**src/hdl/ptdc_pkg.sv**
```systemverilog
// Shared types and constants for the PID temperature duty controller.
// No dependencies; imported by the top level, its port checker, the scoreboard and the testbench.
package ptdc_pkg;

    // Converter resolution and the widths that follow from the field list
    localparam int ADC_BITS   = 10;
    localparam int ADC_PORT_W = 10;
    localparam int MEAS_W     = 20;   // holds the largest code times ten
    localparam int SP_W       = 14;
    localparam int DUTY_W     = 7;
    localparam int GAIN_W     = 16;
    localparam int ERR_W      = 16;
    localparam int INT_W      = 32;
    localparam int KEY_W      = 8;
    localparam int CFG_IDX_W  = 2;
    localparam int CFG_DATA_W = 16;
    localparam int FRAC_BITS  = 16;

    localparam logic [3:0]        ADC_SCALE     = 4'd10;
    localparam logic [SP_W-1:0]   SP_MAX        = 14'd10000;
    localparam logic [SP_W-1:0]   SP_RESET      = 14'd3000;
    localparam logic [SP_W-1:0]   SP_STEP_SMALL = 14'd100;
    localparam logic [SP_W-1:0]   SP_STEP_LARGE = 14'd1000;
    localparam logic [DUTY_W-1:0] DUTY_RESET    = 7'd100;

    localparam logic [GAIN_W-1:0] KP_RESET = 16'd655;
    localparam logic [GAIN_W-1:0] KI_RESET = 16'd66;
    localparam logic [GAIN_W-1:0] KD_RESET = 16'd3277;

    typedef logic [KEY_W-1:0] t_key_code;

    localparam t_key_code KEY_UP_SMALL = 8'h14;
    localparam t_key_code KEY_DN_SMALL = 8'h24;
    localparam t_key_code KEY_UP_LARGE = 8'h44;
    localparam t_key_code KEY_DN_LARGE = 8'h84;

    typedef enum logic [CFG_IDX_W-1:0] {
        CFG_KP       = 2'd0,
        CFG_KI       = 2'd1,
        CFG_KD       = 2'd2,
        CFG_DUTY_MAX = 2'd3
    } t_cfg_idx;

endpackage

```
**src/hdl/pid_temperature_duty_controller_top.sv**
```systemverilog
// An accepted word waits in the input register and then moves into the result
// register; one word per cycle while the result side is not stalled.
// The PID update, the three gain multiplies and the clamp sit in one stage
// between the input register and the result/state registers.
// Reset (i_rst_n low, synchronous) empties both stages, restores the gains,
// setpoint 3000, integral and last error 0, and duty 100.
// Depends on ptdc_pkg.
module pid_temperature_duty_controller_top
    import ptdc_pkg::*;
(
    input  logic                  i_clk,
    input  logic                  i_rst_n,
    // configuration write port
    input  logic                  i_cfg_we,
    input  logic [CFG_IDX_W-1:0]  i_cfg_idx,
    input  logic [CFG_DATA_W-1:0] i_cfg_data,
    // input channel
    input  logic                  i_valid,
    output logic                  o_ready,
    input  logic                  i_mode,
    input  logic [ADC_PORT_W-1:0] i_adc_sample,
    input  logic [KEY_W-1:0]      i_key_code,
    // result channel
    output logic                  o_valid,
    input  logic                  i_ready,
    output logic [DUTY_W-1:0]     o_duty,
    output logic [SP_W-1:0]       o_setpoint_now,
    output logic [SP_W-1:0]       o_measured_temp
);

    localparam int TOT_W = GAIN_W + INT_W + 3;
    localparam int Q_W   = TOT_W - FRAC_BITS;

    localparam logic signed [MEAS_W:0] ERR_HI = (MEAS_W+1)'(32'sd32767);
    localparam logic signed [MEAS_W:0] ERR_LO = (MEAS_W+1)'(-32'sd32768);

    // configuration registers
    logic [GAIN_W-1:0] r_kp;
    logic [GAIN_W-1:0] r_ki;
    logic [GAIN_W-1:0] r_kd;
    logic [DUTY_W-1:0] r_duty_max;

    // input register stage
    logic                  r_a_valid;
    logic                  r_a_mode;
    logic [ADC_PORT_W-1:0] r_a_adc;
    t_key_code             r_a_key;

    // controller state; duty and setpoint double as the result fields
    logic [SP_W-1:0]          r_setpoint;
    logic signed [INT_W-1:0]  r_integral;
    logic signed [ERR_W-1:0]  r_last_error;
    logic [DUTY_W-1:0]        r_last_duty;

    // result register stage
    logic            r_b_valid;
    logic [SP_W-1:0] r_meas;

    logic b_adv;
    logic a_fire;

    // next-state values from the compute stage
    logic [MEAS_W-1:0]        n_meas;
    logic signed [ERR_W-1:0]  n_err;
    logic signed [INT_W-1:0]  n_integral;
    logic [DUTY_W-1:0]        n_duty;
    logic [SP_W-1:0]          n_setpoint;

    // ------------------------------------------------------------------
    // Handshake: the result register advances when empty or taken; the
    // input register takes a word when empty or when it hands its word on.
    // ------------------------------------------------------------------
    assign b_adv   = !r_b_valid || i_ready;
    assign a_fire  = r_a_valid && b_adv;
    assign o_ready = !r_a_valid || b_adv;
    assign o_valid = r_b_valid;

    // State only changes when a word moves into the result register, so
    // these hold steady while the result is stalled.
    assign o_duty          = r_last_duty;
    assign o_setpoint_now  = r_setpoint;
    assign o_measured_temp = r_meas;

    // ------------------------------------------------------------------
    // Configuration writes
    // ------------------------------------------------------------------
    always_ff @(posedge i_clk) begin
        if (!i_rst_n) begin
            r_kp       <= KP_RESET;
            r_ki       <= KI_RESET;
            r_kd       <= KD_RESET;
            r_duty_max <= DUTY_RESET;
        end else if (i_cfg_we) begin
            case (t_cfg_idx'(i_cfg_idx))
                CFG_KP:       r_kp       <= i_cfg_data;
                CFG_KI:       r_ki       <= i_cfg_data;
                CFG_KD:       r_kd       <= i_cfg_data;
                CFG_DUTY_MAX: r_duty_max <= i_cfg_data[DUTY_W-1:0];
                default: ;
            endcase
        end
    end

    // ------------------------------------------------------------------
    // PID sample path: error, saturating integral, difference, the three
    // products and the clamp to 0..duty_max.
    // ------------------------------------------------------------------
    always_comb begin
        logic signed [MEAS_W:0]          err_wide;
        logic signed [INT_W:0]           sum_wide;
        logic signed [ERR_W:0]           diff;
        logic signed [GAIN_W+ERR_W:0]    p_kp;
        logic signed [GAIN_W+INT_W:0]    p_ki;
        logic signed [GAIN_W+ERR_W+1:0]  p_kd;
        logic signed [TOT_W-1:0]         total;
        logic [Q_W-1:0]                  q;

        n_meas   = MEAS_W'(r_a_adc[ADC_BITS-1:0]) * MEAS_W'(ADC_SCALE);
        err_wide = $signed({1'b0, MEAS_W'(r_setpoint)}) - $signed({1'b0, n_meas});

        // saturate the error to its 16-bit register
        if (err_wide > ERR_HI) begin
            n_err = ERR_W'(ERR_HI);
        end else if (err_wide < ERR_LO) begin
            n_err = ERR_W'(ERR_LO);
        end else begin
            n_err = err_wide[ERR_W-1:0];
        end

        // integral saturates at the 32-bit signed limits
        sum_wide = (INT_W+1)'(r_integral) + (INT_W+1)'(n_err);
        if (sum_wide[INT_W] != sum_wide[INT_W-1]) begin
            n_integral = sum_wide[INT_W] ? {1'b1, {(INT_W-1){1'b0}}}
                                         : {1'b0, {(INT_W-1){1'b1}}};
        end else begin
            n_integral = sum_wide[INT_W-1:0];
        end

        diff = (ERR_W+1)'(n_err) - (ERR_W+1)'(r_last_error);

        p_kp = $signed({1'b0, r_kp}) * n_err;
        p_ki = $signed({1'b0, r_ki}) * n_integral;
        p_kd = $signed({1'b0, r_kd}) * diff;

        total = TOT_W'(p_kp) + TOT_W'(p_ki) + TOT_W'(p_kd);
        q     = total[TOT_W-1:FRAC_BITS];

        // negative drive gives zero duty; otherwise truncate and clamp
        if (total[TOT_W-1]) begin
            n_duty = '0;
        end else if (q > Q_W'(r_duty_max)) begin
            n_duty = r_duty_max;
        end else begin
            n_duty = q[DUTY_W-1:0];
        end
    end

    // ------------------------------------------------------------------
    // Key path: step the setpoint, saturating at 0 and the upper limit.
    // ------------------------------------------------------------------
    always_comb begin
        logic [SP_W:0] up_small;
        logic [SP_W:0] up_large;

        up_small = (SP_W+1)'(r_setpoint) + (SP_W+1)'(SP_STEP_SMALL);
        up_large = (SP_W+1)'(r_setpoint) + (SP_W+1)'(SP_STEP_LARGE);

        case (r_a_key)
            KEY_UP_SMALL: begin
                n_setpoint = (up_small >= (SP_W+1)'(SP_MAX)) ? SP_MAX
                                                             : up_small[SP_W-1:0];
            end
            KEY_DN_SMALL: begin
                n_setpoint = (r_setpoint <= SP_STEP_SMALL) ? '0
                                                           : r_setpoint - SP_STEP_SMALL;
            end
            KEY_UP_LARGE: begin
                n_setpoint = (up_large >= (SP_W+1)'(SP_MAX)) ? SP_MAX
                                                             : up_large[SP_W-1:0];
            end
            KEY_DN_LARGE: begin
                n_setpoint = (r_setpoint <= SP_STEP_LARGE) ? '0
                                                           : r_setpoint - SP_STEP_LARGE;
            end
            default: n_setpoint = r_setpoint;   // unknown code: no step
        endcase
    end

    // ------------------------------------------------------------------
    // Input register
    // ------------------------------------------------------------------
    always_ff @(posedge i_clk) begin
        if (!i_rst_n) begin
            r_a_valid <= 1'b0;
        end else if (o_ready) begin
            r_a_valid <= i_valid;
        end
    end

    always_ff @(posedge i_clk) begin
        if (o_ready && i_valid) begin
            r_a_mode <= i_mode;
            r_a_adc  <= i_adc_sample;
            r_a_key  <= i_key_code;
        end
    end

    // ------------------------------------------------------------------
    // Result register and controller state
    // ------------------------------------------------------------------
    always_ff @(posedge i_clk) begin
        if (!i_rst_n) begin
            r_b_valid    <= 1'b0;
            r_setpoint   <= SP_RESET;
            r_integral   <= '0;
            r_last_error <= '0;
            r_last_duty  <= DUTY_RESET;
        end else begin
            if (b_adv) begin
                r_b_valid <= r_a_valid;
            end
            if (a_fire) begin
                if (!r_a_mode) begin
                    r_integral   <= n_integral;
                    r_last_error <= n_err;
                    r_last_duty  <= n_duty;
                end else begin
                    // key event: step setpoint, clear the PID history, hold duty
                    r_setpoint   <= n_setpoint;
                    r_integral   <= '0;
                    r_last_error <= '0;
                end
            end
        end
    end

    always_ff @(posedge i_clk) begin
        if (a_fire) begin
            r_meas <= r_a_mode ? '0 : n_meas[SP_W-1:0];
        end
    end

endmodule

```
**config.mk**
```make
export PLATFORM = sky130hd
export DESIGN_NAME = pid_temperature_duty_controller_top
export DESIGN_NICKNAME = d
export VERILOG_FILES = /design/src/hdl/ptdc_pkg.sv /design/src/hdl/pid_temperature_duty_controller_top.sv
export SDC_FILE = /design/constraint.sdc
export NUM_CORES = 2
export LEC_CHECK = 0
export BUFFER_PORTS_ARGS = -buffer_cell sky130_fd_sc_hd__buf_2
export CAP_MARGIN = 20
export CORE_MARGIN = 10
export CORE_UTILIZATION = 56
export CTS_CLUSTER_DIAMETER = 50
export DETAILED_ROUTE_END_ITERATION = 6
export MAX_ROUTING_LAYER = met4
export PLACE_DENSITY = 0.77
export SKIP_CTS_REPAIR_TIMING = 1
export SYNTH_ARGS = -nofsm -noshare
export SYNTH_HDL_FRONTEND = slang
export SYNTH_SLANG_ARGS = --single-unit
export TNS_END_PERCENT = 10
```
**constraint.sdc**
```tcl
create_clock -name i_clk -period 32.3 [get_ports i_clk]
set_input_delay 9.69 -clock i_clk [delete_from_list [all_inputs] [get_ports i_clk]]
set_output_delay 9.69 -clock i_clk [all_outputs]
set_load 0.1 [all_outputs]
```
# [Word-level counts from Yosys, hierarchy flattened]
# Cells that the tools add are included.
[word_totals] reg_bits=159 in_bits=42 out_inout_bits=37 elab_cells=71
[op_classes] add_sub_neg=9 multipliers=4 magnitude_cmp=7 n_eq_ne=8 n_mux=13 n_bitwise=1 reduce_logical=14
[ops] operator="2-to-1 mux 32 bit" n=3
[ops] operator="2-to-1 mux 14 bit" n=4
[ops] operator="case mux 14 bit (4 select lines)" n=1
[ops] operator="adder 50 x 34 -> 51 bit" n=1
[ops] operator="adder 33 x 49 -> 50 bit" n=1
[ops] operator="multiplier 17 x 32 -> 49 bit" n=1
[ops] operator="2-to-1 mux 16 bit" n=3
[ops] operator="greater-than comparator 35 x 7 -> 1 bit" n=1
[ops] operator="multiplier 17 x 17 -> 34 bit" n=1
[ops] operator="adder 32 x 16 -> 33 bit" n=1
[ops] operator="multiplier 17 x 16 -> 33 bit" n=1
[ops] operator=">= comparator 15 x 14 -> 1 bit (second input constant)" n=2
[ops] operator="subtractor 16 x 16 -> 17 bit" n=1
[ops] operator="greater-than comparator 15 x 16 -> 1 bit (second input constant)" n=1
[ops] operator="< comparator 15 x 16 -> 1 bit (second input constant)" n=1
[ops] operator="adder 14 x 10 -> 15 bit (second input constant)" n=1
[ops] operator="adder 14 x 7 -> 15 bit (second input constant)" n=1
[ops] operator="subtractor 14 x 14 -> 15 bit" n=1
[ops] operator="<= comparator 14 x 10 -> 1 bit (second input constant)" n=1
[ops] operator="<= comparator 14 x 7 -> 1 bit (second input constant)" n=1
[ops] operator="2-to-1 mux 7 bit" n=2
[ops] operator="subtractor 14 x 10 -> 14 bit (second input constant)" n=1
[ops] operator="subtractor 14 x 7 -> 14 bit (second input constant)" n=1
[ops] operator="multiplier 10 x 3 -> 13 bit (second input constant)" n=1
[ops] operator="15 further kinds" n=23

# [Logic depth before layout (Yosys ltp)]
[depth] depth_word=14 mapped_depth=72 ltp_nobuf=68

# [Least setup slack after synthesis]
# No wires, ideal clock.
[synth_timing] kind="in2out" start="input port i_ready" end="output port o_ready" arrival_ps=10450 t_required_ps=22610 setup_slack_ps=12160 path_stages=2 n_path_buf=0 path_cell_list="nor2b_1 > nand2_1"
[synth_via] elab_chain_len=2
[synth_rtl] element="start, declared" line_no="pid_temperature_duty_controller_top.sv:25" text="input logic i_ready,"
[synth_rtl] element="logical OR 1 bit" line_no="pid_temperature_duty_controller_top.sv:73" text="assign b_adv = !r_b_valid || i_ready;"
[synth_rtl] element="logical OR 1 bit" line_no="pid_temperature_duty_controller_top.sv:75" text="assign o_ready = !r_a_valid || b_adv;"
[synth_rtl] element="end, declared" line_no="pid_temperature_duty_controller_top.sv:19" text="output logic o_ready,"
# No other way between the ends.

# [Worst setup path after layout]
# Same ends and word-level chain as after synthesis.

==> results.toml <==
[status]
status = "complete, no violations"

[floorplan]
rows = 107
dieWidth_um = 312
die_h_um = 312
io_pins = 79
die_area_um2 = 97600
core_um2 = 85000
start_util_pct = 56.3

[routing]
drtAntennaViolNets = 0
viasPerCell = 5.59
drt-initial-drc-count = 2923
finalWirelength_um = 123000
vias = 36169
drt-wirelength-per-cell_um = 19.1
drc_errors = 0
first_pass_iters = 7

[sta]
skew_ps = 25.7
rsz0062_at_grt = "false"
final-setup-viol-count = 0
fin_crit_ps = 20120
slew_headroom_pct = 22.5
layout_setup_ws_ps = 12180
drv_slew = 0
fin_setup_tns_ps = 0
hold_violations = 0
worst_pin_slew_ps = 1150
timing.final.crit_share_pct = 62.3
clock.fmax_ghz = 0.0497

[placement]
dp_cells = 6437
dp_slack_ps = 12190
dp.final_hpwl_um = 105000
port_buffers = 75
gp_congestion = 0.965

[clock_network]
htree_levels = 4
clk_pin_slew_worst_paths_ps = 90
clockBufferDepth = 2
insertion_delay_ps = 500
clkSinkCount = 155
cts_buffers = 17
clockRootBuffer = "clkbuf_16"
cts_tree = "built"

[synth]
yosysSeqAreaShare_pct = 7.15
async_flop_share_pct = 0
avgSynthCellArea_um2 = 8.95
netlist_area_um2 = 47900
synth.largest_area_cell = "fa_1"
synth_top_area_share_pct = 43.4
synth-edff-count = 32
synth-main-ff-cell = "dfxtp_1"
syn_inst = 5352
ys_warn_count = 0
synth_seq_cells = 155
netlist_top_cells_area = "fa_1, ha_1, inv_1"
synth.distinct_cells = 90

[global_route]
grt_pass1_vias = 38824
grt_pass1_wl_um = 205000
grt_max_degree = 63
antenna_found_initial = 5
track_usage_pct = 27.0
grt_remaining_overflow = 0

[layout]
layout_commonest_cell = "inv_1"
fin_util_pct = 59.1
drive_above_1_share_pct = 4.73
final_cell_mix = "inv_1, fa_1, nand2_1"
area_growth_pct = 4.88
layout.nets = 6858
final_cells = 6474

[setup_path]
max_stage_delay_ps = 300
cp_slowest_cell = "buf_2"
critPathCaptureType = "output pin"
crit_path_frequent_cell = "buf_2"
crit_arrival_ps = 10430
worst_ep_required_time_ps = 22610
start_kind = "input port"
worstSetupPathType = "in -> out"
cp_max_fo = 4
cp_cell_sequence = "buf_2 > nor2b_1 > nand2_1 > buf_2"

[worst_hold_path]
holdCritPathClass = "reg -> reg"

[flow_run]
cap_violations = 0
## per-layer routing
layer / up-vias / GRT usage, % / routed length, µm
met5: - / - / 0
met4: 0 / 6.81 / 2900
met1: 18453 / 35.4 / 51500
met2: 1391 / 42.5 / 57500
met3: 212 / 5.88 / 11600
li1: 16113 / - / -
## layout make-up
class	count	area, µm²
Antenna cell	5	12.5
Clock buffer	17	425
Clock inverter	15	194
Tap cell	1144	1430
Fill cell	7228	34800
Timing Repair Buffer	164	1040
Multi-Input combinational cell	3769	39200
Inverter	1205	4520
Sequential cell	155	3430
## final timing paths
| kind | from | endpoint | slack, ps | cells past startpoint |
|---|---|---|---|---|
| setup reg to reg | r_a_adc[0]$_DFFE_PP_ | o_duty[0]$_SDFFE_PN0P_ | 14260 | 61 |
| setup / recovery | i_ready | o_ready | 12180 | 4 |
| hold / removal | o_duty[0]$_SDFFE_PN0P_ | o_duty[0]$_SDFFE_PN0P_ | 470 | 2 |
| hold reg to reg | o_duty[0]$_SDFFE_PN0P_ | o_duty[0]$_SDFFE_PN0P_ | 470 | 2 |
## registers in the layout (all words and copies together), names as in the netlist
signal           flops
r_kd                16
r_a_mode             1
r_last_error        15
o_measured_temp     13
r_ki                16
o_duty               7
o_setpoint_now      12
r_a_adc             10
r_duty_max           7
r_a_valid            1
r_integral          32
r_kp                16
o_valid              1
r_a_key              8
## synthesized netlist by cell type, types with 6 or more instances
master / n
o31a_1: 6
o21ai_0: 84
xnor2_1: 65
or2_2: 12
clkbuf_1: 212
edfxtp_1: 32
dfxtp_1: 123
o21bai_1: 15
nor2b_1: 51
a22o_1: 34
nand2b_1: 39
a21oi_1: 131
buf_2: 11
nand2_1: 777
nand4_1: 17
o21a_1: 18
a22oi_1: 10
a211oi_1: 18
o211a_1: 6
nor2_1: 111
ha_1: 466
or3_1: 11
o21ai_1: 31
xor2_1: 34
o31ai_1: 7
a21o_1: 41
a21boi_0: 46
nor3_1: 31
inv_1: 1204
and2_1: 411
and3_1: 18
o211ai_1: 20
nor3b_1: 10
o22ai_1: 17
mux2i_1: 10
fa_1: 1038
buf_1: 8
nand3_1: 60
a31oi_1: 15
nor4_1: 10
o2111ai_1: 8
## cells by family (layout without fill, tap and decap cells)
kind of cell | count (synthesis) | in the layout | share of synthesized area (%)
AND/OR/NAND/NOR | 1571 | 1571 | 15.8
flip-flops | 155 | 155 | 7.15
other | 1 | 20 | 0.00783
AO/OA/AOI/OAI | 565 | 565 | 8.00
multiplexers | 11 | 11 | 0.233
adder cells (fa/ha/maj) | 1508 | 1508 | 55.7
XOR/XNOR | 99 | 99 | 1.81
buffers and inverters | 1442 | 1401 | 11.4
## critical path: cells and delay by family
family	cells	cell delay, ps
buffers and inverters	2	390
AND/OR/NAND/NOR	2	330
## stage by stage
step / area [µm²] / hold WS (ps)
finish: 50200 / 470
global route: 50200 / 494
global placement: 49600 / 435
floorplan: 47900 / 425
detailed placement: 49600 / 454
CTS: 50200 / 466
Power is not shown: default switching activity piles up to over one toggle a cycle in this logic, so the estimate is an artifact.
